$ cat config.mk
export PLATFORM = sky130hd
export DESIGN_NAME = dfu_download_state_engine
export DESIGN_NICKNAME = d
export VERILOG_FILES = /design/src/hdl/dfu_pkg.sv /design/src/hdl/dfu_req_engine.sv /design/src/hdl/dfu_result_buf.sv /design/src/hdl/dfu_download_state_engine.sv
export SDC_FILE = /design/constraint.sdc
export NUM_CORES = 1
export LEC_CHECK = 0
export ABC_AREA = 1
export BUFFER_PORTS_ARGS = -buffer_cell sky130_fd_sc_hd__clkbuf_2
export CAP_MARGIN = 5
export CORE_UTILIZATION = 60
export CTS_CLUSTER_SIZE = 30
export DETAILED_ROUTE_END_ITERATION = 8
export PLACE_DENSITY = 0.85
export SYNTH_ARGS = -nofsm -noshare
export SYNTH_HDL_FRONTEND = slang
export SYNTH_SLANG_ARGS = --single-unit
$ cat constraint.sdc
create_clock -name i_clk -period 7.25 [get_ports i_clk]
set_input_delay 0.3625 -clock i_clk [delete_from_list [all_inputs] [get_ports i_clk]]
set_output_delay 0.3625 -clock i_clk [all_outputs]
set_load 0.02 [all_outputs]
$ cat src/hdl/dfu_pkg.sv
// Shared types and constants for the DFU download state engine.
`default_nettype none

package dfu_pkg;

    localparam int TRANSFER_SIZE_DEF = 1024;
    localparam int MAX_ITEMS         = 3;

    localparam logic [7:0]  CMD_SET_ADDRESS = 8'h21;
    localparam logic [7:0]  CMD_ERASE_PAGE  = 8'h41;
    localparam logic [23:0] BUSY_POLL_MS    = 24'd100;
    localparam logic [31:0] BLOCK_OFFSET    = 32'd2;
    localparam logic [7:0]  ERR_STATUS      = 8'd10;

    localparam logic [10:0] LEN_STATUS  = 11'd6;
    localparam logic [10:0] LEN_STATE   = 11'd1;
    localparam logic [10:0] LEN_CMDLIST = 11'd3;

    localparam logic [31:0] FLASH_BASE_RST    = 32'h0800_0000;
    localparam logic [10:0] BOOT_SIZE_KB_RST  = 11'd8;
    localparam logic [10:0] FLASH_SIZE_KB_RST = 11'd64;

    localparam logic [1:0] REG_FLASH_BASE    = 2'd0;
    localparam logic [1:0] REG_BOOT_SIZE_KB  = 2'd1;
    localparam logic [1:0] REG_FLASH_SIZE_KB = 2'd2;
    localparam logic [1:0] REG_UPLOAD_ENABLE = 2'd3;

    typedef enum logic [2:0] {
        REQ_DETACH    = 3'd0,
        REQ_DNLOAD    = 3'd1,
        REQ_UPLOAD    = 3'd2,
        REQ_GETSTATUS = 3'd3,
        REQ_CLRSTATUS = 3'd4,
        REQ_GETSTATE  = 3'd5,
        REQ_ABORT     = 3'd6,
        REQ_OTHER     = 3'd7
    } t_req_kind;

    typedef enum logic [2:0] {
        OUT_REPLY       = 3'd0,
        OUT_ERASE       = 3'd1,
        OUT_PROGRAM     = 3'd2,
        OUT_READ        = 3'd3,
        OUT_SYS_RESET   = 3'd4,
        OUT_NOT_HANDLED = 3'd5
    } t_out_kind;

    typedef struct packed {
        t_req_kind   kind;
        logic        blk_zero;
        logic [31:0] offset;
        logic [15:0] plen;
        logic [7:0]  fbyte;
        logic [31:0] fword;
    } t_req;

    typedef struct packed {
        logic [32:0] lo;
        logic [32:0] hi;
        logic        upload_en;
    } t_bounds;

    typedef struct packed {
        t_out_kind   kind;
        logic [10:0] reply_len;
        logic [7:0]  status;
        logic [23:0] poll;
        logic [3:0]  state;
        logic [31:0] addr;
        logic [10:0] count;
        logic        last;
    } t_item;

    typedef struct packed {
        t_item [MAX_ITEMS-1:0] items;
        logic [1:0]            num;
    } t_burst;

endpackage

`default_nettype wire

$ cat src/hdl/dfu_req_engine.sv
// DFU state registers and per-request evaluation into a burst of result items.
`default_nettype none

module dfu_req_engine
    import dfu_pkg::*;
#(
    parameter int TRANSFER_SIZE = TRANSFER_SIZE_DEF
) (
    input  wire logic    i_clk,
    input  wire logic    i_rst_n,
    input  wire logic    i_go,
    input  wire t_req    i_req,
    input  wire t_bounds i_bounds,
    output t_burst       o_burst
);

    localparam int          CntW   = $clog2(TRANSFER_SIZE + 1);
    localparam logic [10:0] TS_LOW = 11'(TRANSFER_SIZE);

    typedef enum logic [3:0] {
        ST_APP_IDLE  = 4'd0,
        ST_APP_DET   = 4'd1,
        ST_IDLE      = 4'd2,
        ST_DN_SYNC   = 4'd3,
        ST_DN_BUSY   = 4'd4,
        ST_DN_IDLE   = 4'd5,
        ST_MAN_SYNC  = 4'd6,
        ST_MAN       = 4'd7,
        ST_MAN_WAIT  = 4'd8,
        ST_UP_IDLE   = 4'd9,
        ST_ERROR     = 4'd10
    } t_fsm_state;

    t_fsm_state        r_state, n_state;
    logic              r_pend_zero, n_pend_zero;
    logic [31:0]       r_pend_offset, n_pend_offset;
    logic [CntW-1:0]   r_pend_len, n_pend_len;
    logic [7:0]        r_pend_cmd, n_pend_cmd;
    logic [31:0]       r_pend_word, n_pend_word;
    logic [31:0]       r_prog_base, n_prog_base;

    logic [31:0]       chk_base;
    logic [CntW-1:0]   chk_cnt;
    logic              in_rng;
    logic [31:0]       up_base;
    logic [31:0]       pend_base;

    assign up_base   = r_prog_base + i_req.offset;
    assign pend_base = r_prog_base + r_pend_offset;

    always_comb begin
        if (i_req.kind == REQ_GETSTATUS) begin
            chk_base = r_pend_zero ? r_pend_word : pend_base;
            chk_cnt  = r_pend_zero ? CntW'(TRANSFER_SIZE) : r_pend_len;
        end else begin
            chk_base = up_base;
            chk_cnt  = CntW'(TRANSFER_SIZE);
        end
    end

    assign in_rng = ({1'b0, chk_base} >= i_bounds.lo)
                 && (({1'b0, chk_base} + 33'(chk_cnt)) <= i_bounds.hi);

    always_comb begin
        t_item blank;
        blank       = '0;
        blank.kind  = OUT_REPLY;

        n_state       = r_state;
        n_pend_zero   = r_pend_zero;
        n_pend_offset = r_pend_offset;
        n_pend_len    = r_pend_len;
        n_pend_cmd    = r_pend_cmd;
        n_pend_word   = r_pend_word;
        n_prog_base   = r_prog_base;

        o_burst          = '0;
        o_burst.items[0] = blank;
        o_burst.items[1] = blank;
        o_burst.items[2] = blank;
        o_burst.num      = 2'd1;

        unique case (i_req.kind)
            REQ_DETACH: begin
                n_state = ST_MAN_SYNC;
                o_burst.items[0].state = 4'(ST_MAN_SYNC);
            end
            REQ_DNLOAD: begin
                if (i_req.plen == 16'd0) begin
                    n_state = ST_MAN_SYNC;
                end else begin
                    n_state       = ST_DN_SYNC;
                    n_pend_zero   = i_req.blk_zero;
                    n_pend_offset = i_req.offset;
                    n_pend_len    = (32'(i_req.plen) > 32'(TRANSFER_SIZE))
                                  ? CntW'(TRANSFER_SIZE) : CntW'(i_req.plen);
                    n_pend_cmd    = i_req.fbyte;
                    n_pend_word   = i_req.fword;
                end
                o_burst.items[0].state = 4'(n_state);
            end
            REQ_UPLOAD: begin
                if (i_req.blk_zero) begin
                    n_state = ST_UP_IDLE;
                    o_burst.items[0].reply_len = LEN_CMDLIST;
                end else if (i_bounds.upload_en && in_rng) begin
                    n_state = ST_UP_IDLE;
                    o_burst.items[0].kind      = OUT_READ;
                    o_burst.items[0].reply_len = TS_LOW;
                    o_burst.items[0].addr      = up_base;
                    o_burst.items[0].count     = TS_LOW;
                end else begin
                    n_state = ST_ERROR;
                end
                o_burst.items[0].state = 4'(n_state);
            end
            REQ_GETSTATUS: begin
                o_burst.items[0].reply_len = LEN_STATUS;
                priority if (r_state == ST_DN_SYNC) begin
                    n_state = ST_DN_IDLE;
                    o_burst.items[0].poll  = BUSY_POLL_MS;
                    o_burst.items[0].state = 4'(ST_DN_BUSY);
                    o_burst.items[1].kind  = OUT_ERASE;
                    o_burst.items[1].state = 4'(ST_DN_IDLE);
                    o_burst.items[2].kind  = OUT_PROGRAM;
                    o_burst.items[2].state = 4'(ST_DN_IDLE);
                    if (r_pend_zero) begin
                        o_burst.items[1].addr = r_pend_word;
                        if (r_pend_cmd == CMD_ERASE_PAGE && in_rng) begin
                            o_burst.num = 2'd2;
                        end else if (r_pend_cmd == CMD_SET_ADDRESS) begin
                            n_prog_base = r_pend_word;
                        end
                    end else begin
                        o_burst.items[1].addr  = pend_base;
                        o_burst.items[2].addr  = pend_base;
                        o_burst.items[2].count = 11'(r_pend_len);
                        if (in_rng) begin
                            o_burst.num = 2'd3;
                        end
                    end
                end else if (r_state == ST_MAN_SYNC || r_state == ST_MAN) begin
                    n_state = ST_MAN;
                    o_burst.items[0].state = 4'(ST_MAN);
                    o_burst.items[1].kind  = OUT_SYS_RESET;
                    o_burst.items[1].state = 4'(ST_MAN);
                    o_burst.num            = 2'd2;
                end else if (r_state == ST_ERROR) begin
                    o_burst.items[0].status = ERR_STATUS;
                    o_burst.items[0].state  = 4'(r_state);
                end else begin
                    o_burst.items[0].state = 4'(r_state);
                end
            end
            REQ_CLRSTATUS: begin
                if (r_state == ST_ERROR) begin
                    n_state = ST_IDLE;
                end
                o_burst.items[0].state = 4'(n_state);
            end
            REQ_GETSTATE: begin
                o_burst.items[0].reply_len = LEN_STATE;
                o_burst.items[0].state     = 4'(r_state);
            end
            REQ_ABORT: begin
                n_state = ST_IDLE;
                o_burst.items[0].state = 4'(ST_IDLE);
            end
            REQ_OTHER: begin
                o_burst.items[0].kind  = OUT_NOT_HANDLED;
                o_burst.items[0].state = 4'(r_state);
            end
            default: begin
                o_burst.items[0].kind  = OUT_NOT_HANDLED;
                o_burst.items[0].state = 4'(r_state);
            end
        endcase

        o_burst.items[0].last = (o_burst.num == 2'd1);
        o_burst.items[1].last = (o_burst.num == 2'd2);
        o_burst.items[2].last = (o_burst.num == 2'd3);
    end

    always_ff @(posedge i_clk) begin
        if (!i_rst_n) begin
            r_state       <= ST_IDLE;
            r_pend_zero   <= 1'b1;
            r_pend_offset <= 32'd0 - (BLOCK_OFFSET * 32'(TRANSFER_SIZE));
            r_pend_len    <= '0;
            r_pend_cmd    <= '0;
            r_pend_word   <= '0;
            r_prog_base   <= '0;
        end else if (i_go) begin
            r_state       <= n_state;
            r_pend_zero   <= n_pend_zero;
            r_pend_offset <= n_pend_offset;
            r_pend_len    <= n_pend_len;
            r_pend_cmd    <= n_pend_cmd;
            r_pend_word   <= n_pend_word;
            r_prog_base   <= n_prog_base;
        end
    end

endmodule

`default_nettype wire

$ cat src/hdl/dfu_result_buf.sv
// Result burst register: holds up to three items and hands them out one at a time on the output.
`default_nettype none

module dfu_result_buf
    import dfu_pkg::*;
(
    input  wire logic   i_clk,
    input  wire logic   i_rst_n,
    input  wire logic   i_load,
    input  wire t_burst i_burst,
    input  wire logic   i_stall,
    output logic        o_free,
    output logic        o_valid,
    output t_item       o_item
);

    t_item [MAX_ITEMS-1:0] r_items;
    logic  [1:0]           r_num;
    logic  [1:0]           r_idx;
    logic                  r_busy;
    logic                  take;
    logic                  at_end;

    assign take    = r_busy && !i_stall;
    assign at_end  = (r_idx == (r_num - 2'd1));
    assign o_free  = !r_busy || (take && at_end);
    assign o_valid = r_busy;
    assign o_item  = r_items[r_idx];

    always_ff @(posedge i_clk) begin
        if (!i_rst_n) begin
            r_busy <= 1'b0;
            r_idx  <= '0;
            r_num  <= 2'd1;
        end else if (i_load) begin
            r_busy <= 1'b1;
            r_idx  <= '0;
            r_num  <= i_burst.num;
        end else if (take) begin
            if (at_end) begin
                r_busy <= 1'b0;
            end else begin
                r_idx <= r_idx + 2'd1;
            end
        end
    end

    always_ff @(posedge i_clk) begin
        if (i_load) begin
            r_items <= i_burst.items;
        end
    end

endmodule

`default_nettype wire

$ cat src/hdl/dfu_download_state_engine.sv
// DFU download state engine top level: request register, configuration and result output.
//
// Usage: one DFU class request enters on the input channel (i_valid / o_stall) with its
// type, block number, length and first payload bytes. Each request gives one to three
// result items on the output channel (o_valid / i_stall): the reply, then erase and program
// commands or a system reset where the request causes them; o_last marks the final item.
// Configuration registers are written over i_cfg_valid / o_cfg_ready (always ready) with
// an index and 32-bit data; the user must write them only while no request is in flight,
// as the block does not enforce it. The first result item of a request passes through the
// request register and then the result register before it is valid on the output.
// The result register hands out one result item per cycle while the receiver does not
// stall, and so sets the pace; a get-status can emit erase and program commands as well.
// A new request is taken while the previous result waits, held in the request register.
// When the receiver stalls, the current item holds and, once the request register is full,
// o_stall rises. Reset clears all control state: DFU state to dfuIDLE, no items pending,
// configuration to its default values.
`default_nettype none

module dfu_download_state_engine
    import dfu_pkg::*;
#(
    parameter int TRANSFER_SIZE = TRANSFER_SIZE_DEF
) (
    input  wire logic        i_clk,
    input  wire logic        i_rst_n,
    input  wire logic        i_valid,
    output logic             o_stall,
    input  wire logic [2:0]  i_req_type,
    input  wire logic [15:0] i_block_value,
    input  wire logic [15:0] i_payload_length,
    input  wire logic [7:0]  i_first_byte,
    input  wire logic [31:0] i_first_word,
    output logic             o_valid,
    input  wire logic        i_stall,
    output logic [2:0]       o_out_kind,
    output logic [10:0]      o_reply_len,
    output logic [7:0]       o_status_code,
    output logic [23:0]      o_poll_timeout,
    output logic [3:0]       o_state_code,
    output logic [31:0]      o_flash_address,
    output logic [10:0]      o_byte_count,
    output logic             o_last,
    input  wire logic        i_cfg_valid,
    output logic             o_cfg_ready,
    input  wire logic [1:0]  i_cfg_index,
    input  wire logic [31:0] i_cfg_data
);

    logic [31:0] r_flash_base;
    logic [10:0] r_boot_kb;
    logic [10:0] r_flash_kb;
    logic        r_upload_en;
    t_bounds     r_bounds, n_bounds;

    t_req        r_req, n_req;
    logic        r_req_valid;
    logic        go;
    logic        buf_free;
    t_burst      burst;
    t_item       item;

    assign o_cfg_ready = 1'b1;

    always_ff @(posedge i_clk) begin
        if (!i_rst_n) begin
            r_flash_base <= FLASH_BASE_RST;
            r_boot_kb    <= BOOT_SIZE_KB_RST;
            r_flash_kb   <= FLASH_SIZE_KB_RST;
            r_upload_en  <= 1'b0;
        end else if (i_cfg_valid && o_cfg_ready) begin
            unique case (i_cfg_index)
                REG_FLASH_BASE:    r_flash_base <= i_cfg_data;
                REG_BOOT_SIZE_KB:  r_boot_kb    <= i_cfg_data[10:0];
                REG_FLASH_SIZE_KB: r_flash_kb   <= i_cfg_data[10:0];
                REG_UPLOAD_ENABLE: r_upload_en  <= i_cfg_data[0];
                default:           r_upload_en  <= r_upload_en;
            endcase
        end
    end

    assign n_bounds.lo        = {1'b0, r_flash_base} + {12'b0, r_boot_kb, 10'b0};
    assign n_bounds.hi        = {1'b0, r_flash_base} + {12'b0, r_flash_kb, 10'b0};
    assign n_bounds.upload_en = r_upload_en;

    always_ff @(posedge i_clk) begin
        if (!i_rst_n) begin
            r_bounds.lo        <= {1'b0, FLASH_BASE_RST} + {12'b0, BOOT_SIZE_KB_RST, 10'b0};
            r_bounds.hi        <= {1'b0, FLASH_BASE_RST} + {12'b0, FLASH_SIZE_KB_RST, 10'b0};
            r_bounds.upload_en <= 1'b0;
        end else begin
            r_bounds <= n_bounds;
        end
    end

    assign go      = r_req_valid && buf_free;
    assign o_stall = r_req_valid && !buf_free;

    assign n_req.kind     = t_req_kind'(i_req_type);
    assign n_req.blk_zero = (i_block_value == 16'd0);
    assign n_req.offset   = ({16'b0, i_block_value} - BLOCK_OFFSET) * 32'(TRANSFER_SIZE);
    assign n_req.plen     = i_payload_length;
    assign n_req.fbyte    = i_first_byte;
    assign n_req.fword    = i_first_word;

    always_ff @(posedge i_clk) begin
        if (!i_rst_n) begin
            r_req_valid <= 1'b0;
        end else if (i_valid && !o_stall) begin
            r_req_valid <= 1'b1;
        end else if (go) begin
            r_req_valid <= 1'b0;
        end
    end

    always_ff @(posedge i_clk) begin
        if (i_valid && !o_stall) begin
            r_req <= n_req;
        end
    end

    dfu_req_engine #(
        .TRANSFER_SIZE (TRANSFER_SIZE)
    ) u_engine (
        .i_clk    (i_clk),
        .i_rst_n  (i_rst_n),
        .i_go     (go),
        .i_req    (r_req),
        .i_bounds (r_bounds),
        .o_burst  (burst)
    );

    dfu_result_buf u_result (
        .i_clk   (i_clk),
        .i_rst_n (i_rst_n),
        .i_load  (go),
        .i_burst (burst),
        .i_stall (i_stall),
        .o_free  (buf_free),
        .o_valid (o_valid),
        .o_item  (item)
    );

    assign o_out_kind      = 3'(item.kind);
    assign o_reply_len     = item.reply_len;
    assign o_status_code   = item.status;
    assign o_poll_timeout  = item.poll;
    assign o_state_code    = item.state;
    assign o_flash_address = item.addr;
    assign o_byte_count    = item.count;
    assign o_last          = item.last;

endmodule

`default_nettype wire
After elaboration in Yosys (flattened, before gate mapping):

Cells that the tools add are included.

* register bits: 505
* input bits: 114
* output and inout port bits: 97
* logic and storage cells: 164

* add/subtract/negate cells: 8
* magnitude comparators: 4
* equal/unequal tests: 20
* muxes and demuxes: 42
* bitwise operators: 8
* reductions and logical operators: 39

Operator list (count)
* 94-bit binary-select mux with 2-bit select: 1
* 94-bit 2-to-1 mux: 1
* 32-bit by 21-bit adder with 33-bit output: 2
* 32-bit adder: 2
* 32-bit 2-to-1 mux: 2
* 11-bit 2-to-1 mux: 5
* 46-bit 2-to-1 mux: 1
* 43-bit 2-to-1 mux: 1
* 32-bit by 11-bit adder with 33-bit output: 1
* 32-bit by 33-bit greater-or-equal comparator with 1-bit output: 1
* 33-bit less-or-equal comparator: 1
* 11-bit case mux with 3 select lines: 1
* 16-bit zero test: 2
* 4-bit case mux with 7 select lines: 1
* 4-bit case mux with 6 select lines: 1
* 4-bit 2-to-1 mux: 5
* 2-bit 2-to-1 mux: 9
* 16-bit by 2-bit subtractor with 17-bit output (second input constant): 1
* 16-bit by 11-bit > comparator with 1-bit output (second input constant): 1
* 2-bit AND reduction: 8
* 3-bit 2-to-1 mux: 5
* 13-bit 2-to-1 mux: 1
* 3-bit == test (second input constant): 4
* 3-bit OR reduction: 3
* 27 further kinds: 61

Longest topological paths before layout:

* depth after elaboration: 12
* depth in mapped cells: 42
* depth with buffers taken out: 39

Hierarchy:

Synthesis repeated with hierarchy kept, for this count alone.

* cells, all modules: 3791
* area total of the unflattened synthesis: 32160.8 um^2

Modules (own cells, without submodules)
* dfu_req_engine: times used 1, cells an instance 2189, area each 13635.6 um^2, sequential area each 2402.3 um^2
* dfu_result_buf: times used 1, cells an instance 748, area each 10795.4 um^2, sequential area each 8568.2 um^2
* dfu_download_state_engine: times used 1, cells an instance 854, area each 7729.9 um^2, sequential area each 4574.4 um^2

Worst setup path before layout:

Ideal clock, no wire load.

* kind: reg2reg
* start point: reg u_engine.r_pend_zero
* end point: reg u_result.r_items[91] (netlist bit), data pin
* library setup time: 0.276 ns
* data arrival time: 4.772 ns
* data required time: 6.974 ns
* slack: 2.203 ns
* stages on the path, launching flop included: 39
* buffers on the path: 5
* clock period less this slack: 5.047 ns
* cell sequence: dfxtp_1 buf_2 buf_2 clkbuf_1 clkbuf_1 nand2_1 o211ai_1 o21ai_0 ha_1 nand2_1 inv_1 a21oi_1 inv_1 nand3_1 nand2_1 nand2_2 nor2_4 nand3_2 (+3 left out) nand2_1 nand2_1 nand2_1 ha_1 nand2_1 nor2_1 nand2_1 nor2_1 nand3_1 nand2_1 nor2_1 nand2_1 nand2_1 nand3_1 nor3_2 inv_1 clkbuf_1 o21ai_0

RTL lines
* start, declared: RTL line dfu_req_engine.sv:35 `logic r_pend_zero, n_pend_zero;`
* start signal, assigned: RTL line dfu_req_engine.sv:195 `r_pend_zero <= n_pend_zero;`
* end signal, assigned: RTL line dfu_result_buf.sv:50 `r_items <= i_burst.items;`
* end, declared: RTL line dfu_result_buf.sv:17 `t_item [MAX_ITEMS-1:0] r_items;`

Worst setup path in the final report:

* start point: reg r_req[89] (netlist bit)
* end point: reg u_result.r_items[40] (netlist bit), data pin

* cells in the longest elaborated chain, start to end: 8
* elaborated cells between the ends (all ways): 12
* those cells by class: add/sub (1); order compare (2); eq/ne (2); mux (2); bitwise (2); reduce/logical (3)

RTL lines
* start, declared: RTL line dfu_download_state_engine.sv:55 `t_req r_req, n_req;`
* start signal, assigned: RTL line dfu_download_state_engine.sv:117 `r_req <= n_req;`
* 3-bit by 2-bit == test with 1-bit output: RTL line dfu_req_engine.sv:52 `if (i_req.kind == REQ_GETSTATUS) begin`
* 32-bit 2-to-1 mux or 11-bit 2-to-1 mux (tied branches): RTL line dfu_req_engine.sv:52
* 32-bit by 11-bit adder with 33-bit output: RTL line dfu_req_engine.sv:62 `&& (({1'b0, chk_base} + 33'(chk_cnt)) <= i_bounds.hi);`
* 33-bit less-or-equal comparator: RTL line dfu_req_engine.sv:62
* 1-bit logical AND: RTL line dfu_req_engine.sv:62
* 1-bit logical AND: RTL line dfu_req_engine.sv:106 `end else if (i_bounds.upload_en && in_rng) begin`
* 1-bit inverter (no source line)
* 3-bit OR reduction (no source line) *

Every way passes the cells marked *; elsewhere a longest branch is shown, timed or not.
A chain may end at the register's enable or synchronous reset.

==> results.txt <==
----------------------------------------------------
[Run status]
  Status ... finished clean

[Power and ir drop]
  Net switching component of the power ... 1.41 mW
  Net switching fraction of the power ... 25.9%
  Sequential fraction of design power ... 48.6%
  Max rail drop VDD ... 0.000218 V
  Areal power density over the cells ... between 200 and 250 nW/um^2
  Internal Power ... 4.05 mW
  Relative contribution of the clock network to total power ... 40.8%
  Combinational group share of total power ... 10.5%
  P_leak ... 12.2 nW

[Placed design]
  Routability Congestion ... between 1 and 1.5
  Buffers on Ports ... about 180
  Half-perimeter wire length of the detailed placement result ... 52.8 mm

[Synth]
  Syn Std Cell Area ... 23500 um^2
  Area share of the largest cell type after synthesis ... 25.8%
  Yosys reg bits ... approximately 430
  Library cell occupying the most area in the post-synthesis netlist ... sky130_fd_sc_hd__edfxtp_1
  Dominant register cell in the synthesized netlist ... sky130_fd_sc_hd__dfxtp_1
  Sequential fraction of the synthesis area ... ~45%
  Count of mapped cells out of synthesis ... ~3000
  Number of synthesized flops with an enable pin ... a little over 200
  Proportion of register bits with asynchronous set or reset after synthesis ... 0%
  Synth unique cells ... 50
  Count of synthesis-stage warnings from yosys ... 0
  Syn Area/Cell ... around 7.8 um^2
  Top cells by area, synth ... sky130_fd_sc_hd__edfxtp_1, sky130_fd_sc_hd__dfxtp_1, sky130_fd_sc_hd__nand2_1

[Die]
  Core Footprint ... slightly below 40000 um^2
  Overall die height ... 200 um
  Total Die Area ... 40000 um^2
  Die Wd ... ~200 um
  I/O pins ... 211
  Number of cell rows ... 72
  Effective utilization at floorplan ... 60.8%

[Worst setup path]
  Critical path's largest stage delay ... a little over 0.5 ns
  Worst Path Class, Setup ... register to register
  CP max FO ... 21
  Number of buffers and inverters on the critical path ... 5
  Critical path origin ... r_req[89]
  Cell at the slowest stage of the critical path ... sky130_fd_sc_hd__inv_1
  Element type at the critical path start ... register
  Endpoint of the worst setup timing path ... u_result.r_items[40]
  Critical path depth ... 37
  Worst r2r dst ... u_result.r_items[40]
  Reg-to-Reg Start ... r_req[89]
  Worst Setup End Kind ... register
  Required time reported for the critical path endpoint ... 7.58 ns
  Reg2reg path depth ... 37
  Data arrival time of the critical path ... 6.32 ns
  Cell seen most often among critical-path stages ... sky130_fd_sc_hd__nand2_1
  Reg-to-reg setup timing slack ... about 1.3 ns
  Largest delay contributor family on the critical path ... simple AND/OR/NAND/NOR gates

[Routing]
  Post-Route WL ... 72.3 mm
  DR iter-0 viols ... around 2000
  1st-pass router iterations ... 6
  Via count normalized by instance count ... between 5 and 6
  Post-route antenna net violation count ... 0
  Overall via count from detail_route ... 21500
  Mean routed wirelength per cell ... 19.2 um
  DR DRC count ... 0

[Global routing]
  Overall fraction of global-route tracks in use ... between 30% and 40%
  Pin count of the biggest net entering global routing ... 96
  Residual overflow from global routing ... 0
  Antenna violations before repair ... 0
  Wire length of the first global-routing pass ... around 110 mm
  Vias in the first global route ... about 20000

[Final layout]
  Fin nets ... 3483
  Commonest cells after routing, fill and taps aside ... sky130_fd_sc_hd__nand2_1, sky130_fd_sc_hd__inv_1, sky130_fd_sc_hd__nor2_1
  Diode count ... 0
  Synth-to-Final Area Change ... 13.4%
  Most common library cell in the layout ignoring fill and taps ... sky130_fd_sc_hd__nand2_1
  Fraction of layout cells with a size suffix above 1 ... 9.54%
  Final cell utilization of the core ... 69.0%

[CTS]
  Count of buffers added by post-CTS timing repair for setup ... 0
  CTS H-tree depth ... 2
  CTS hold repair buffers ... 69
  Clock-pin slew on the worst setup and hold paths ... 0.06 ns
  Number of buffers created by CTS ... 44
  Buffer depth of the longest clock path ... 3
  Post-cts repair resize count ... 0
  Clock latency of the later-clocked register in the worst-skew pair ... 0.60 ns
  Clock Root Buffer ... sky130_fd_sc_hd__clkbuf_16
  Clock Sink Count ... 425
  CTS tree ... built

[STA]
  Slew @ Worst Pin ... roughly 1.0 ns
  Number of endpoints with negative hold slack in the final report ... 0
  Worst Skew ... 0.0241 ns
  Worst slew slack as a fraction of its limit ... 31.8%
  Peak clock frequency supported by timing ... 167 MHz
  Post-layout min period ... 5.99 ns
  Count of endpoints failing setup in the final report ... 0
  Summed negative setup slack over all endpoints ... 0 ns
  Unrepaired setup endpoints after global routing ... false
  Number of slew-limit violations in the final report ... 0
  Crit share post-route ... between 80 and 90%

[Worst hold path]
  Hold WC Path Type ... primary input to register

[Run]
  Max cap viols ... 0

----------------------------------------------------
-- tightest hold or removal path, stage by stage --
cell	delay, ns
sky130_fd_sc_hd__clkbuf_2	0.08
sky130_fd_sc_hd__nor2_1	0.04
sky130_fd_sc_hd__nor2_1	0.09
-- power by group through the flow --
stage               registers, mW  clock network (mW)  logic [mW]
floorplan                    2.69                   0       0.372
global placement             2.70                   0       0.517
detailed placement           2.70                   0       0.531
CTS                          2.65                2.24       0.564
global route                 2.66                2.34       0.637
finish                       2.65                2.23       0.576
-- worst min path at each step --
stage | startpoint | to | slack [ns] | cells after the start
final | i_cfg_data[26] | r_flash_base[26] | 0.03 | 3
after detailed placement | r_flash_base[1] | r_bounds[35] | 0.42 | 2
after CTS | i_cfg_data[17] | r_flash_base[17] | 0.002 | 3
after global placement | r_upload_en | r_bounds[0] | 0.41 | 2
after global routing | i_block_value[0] | r_req[66] | 0.01 | 1
after floorplan | r_flash_base[0] | r_bounds[34] | 0.40 | 2
-- through the flow --
step / cells / area (um^2) / hold WS (ns) / power (mW) / setup WS, ns
floorplan: 3060 / 23600 / 0.404 / 3.06 / 2.20
global placement: 3626 / 24600 / 0.415 / 3.22 / 1.49
detailed placement: 3626 / 24600 / 0.418 / 3.23 / 1.38
CTS: 3777 / 26700 / 0.00207 / 5.46 / 1.36
global route: 3777 / 26700 / 0.00996 / 5.64 / 0.648
finish: 3777 / 26700 / 0.0290 / 5.46 / 1.26
-- synth_stat cells (6+ instances only) --
cell type                    n
sky130_fd_sc_hd__buf_4      42
sky130_fd_sc_hd__inv_1     360
sky130_fd_sc_hd__ha_1      141
sky130_fd_sc_hd__nand2_1   659
sky130_fd_sc_hd__nor3_1     57
sky130_fd_sc_hd__clkbuf_1   68
sky130_fd_sc_hd__a211oi_1   21
sky130_fd_sc_hd__nor4_1      6
sky130_fd_sc_hd__o21bai_1    6
sky130_fd_sc_hd__dfxtp_1   223
sky130_fd_sc_hd__buf_2      18
sky130_fd_sc_hd__buf_1      14
sky130_fd_sc_hd__nor2_1    318
sky130_fd_sc_hd__nand3b_1    9
sky130_fd_sc_hd__xnor2_1    16
sky130_fd_sc_hd__inv_2       9
sky130_fd_sc_hd__edfxtp_1  202
sky130_fd_sc_hd__nand2_2    11
sky130_fd_sc_hd__o21ai_0   202
sky130_fd_sc_hd__a21oi_1   233
sky130_fd_sc_hd__a21o_1      7
sky130_fd_sc_hd__xor2_1     29
sky130_fd_sc_hd__nand4_1    21
sky130_fd_sc_hd__o21a_1      7
sky130_fd_sc_hd__nand3_1   280
-- layout make-up --
cell class / count / area, um^2
clock inverter: 22 / 205
fill: 3089 / 12000
inverter: 372 / 1400
tap: 518 / 648
multi-input combinational: 2120 / 11000
sequential: 425 / 10500
clock buffer: 60 / 1200
timing repair buffer: 260 / 1690
-- routing by layer --
metal | global-route usage, % | part of all wire, % | wire length [um] | up-vias
li1 | - | - | - | 10300
met1 | 47.6 | 41 | 29700 | 9937
met2 | 58.5 | 46 | 33300 | 1039
met3 | 6.32 | 8.8 | 6350 | 170
met4 | 14.9 | 4.1 | 2940 | 0
met5 | 0 | 0 | 0 | -
-- kinds of logic (layout without fill, tap and decap cells) --
family / after synthesis / after routing / synth area share [%]
xor+xnor: 45 / 45 / 1.68
fa+ha+maj: 146 / 146 / 7.93
other cells: 2 / 35 / 0.0319
buf+inv: 515 / 714 / 9.02
compound gates: 499 / 499 / 11.3
flops: 425 / 425 / 44.8
simple gates: 1395 / 1395 / 25.3
-- state kept, by name, indices dropped and copies added (netlist names), 2 cells and up --
signal	flops
r_req	77
r_flash_kb	11
u_result.r_idx	2
u_engine.r_pend_offset	17
u_engine.r_prog_base	32
u_engine.r_pend_word	32
u_result.r_num	2
u_engine.r_pend_cmd	8
r_bounds	57
r_boot_kb	11
u_engine.r_state	4
r_flash_base	32
u_engine.r_pend_len	11
u_result.r_items	125
No activity file was read; power rests on OpenSTA's default activity.
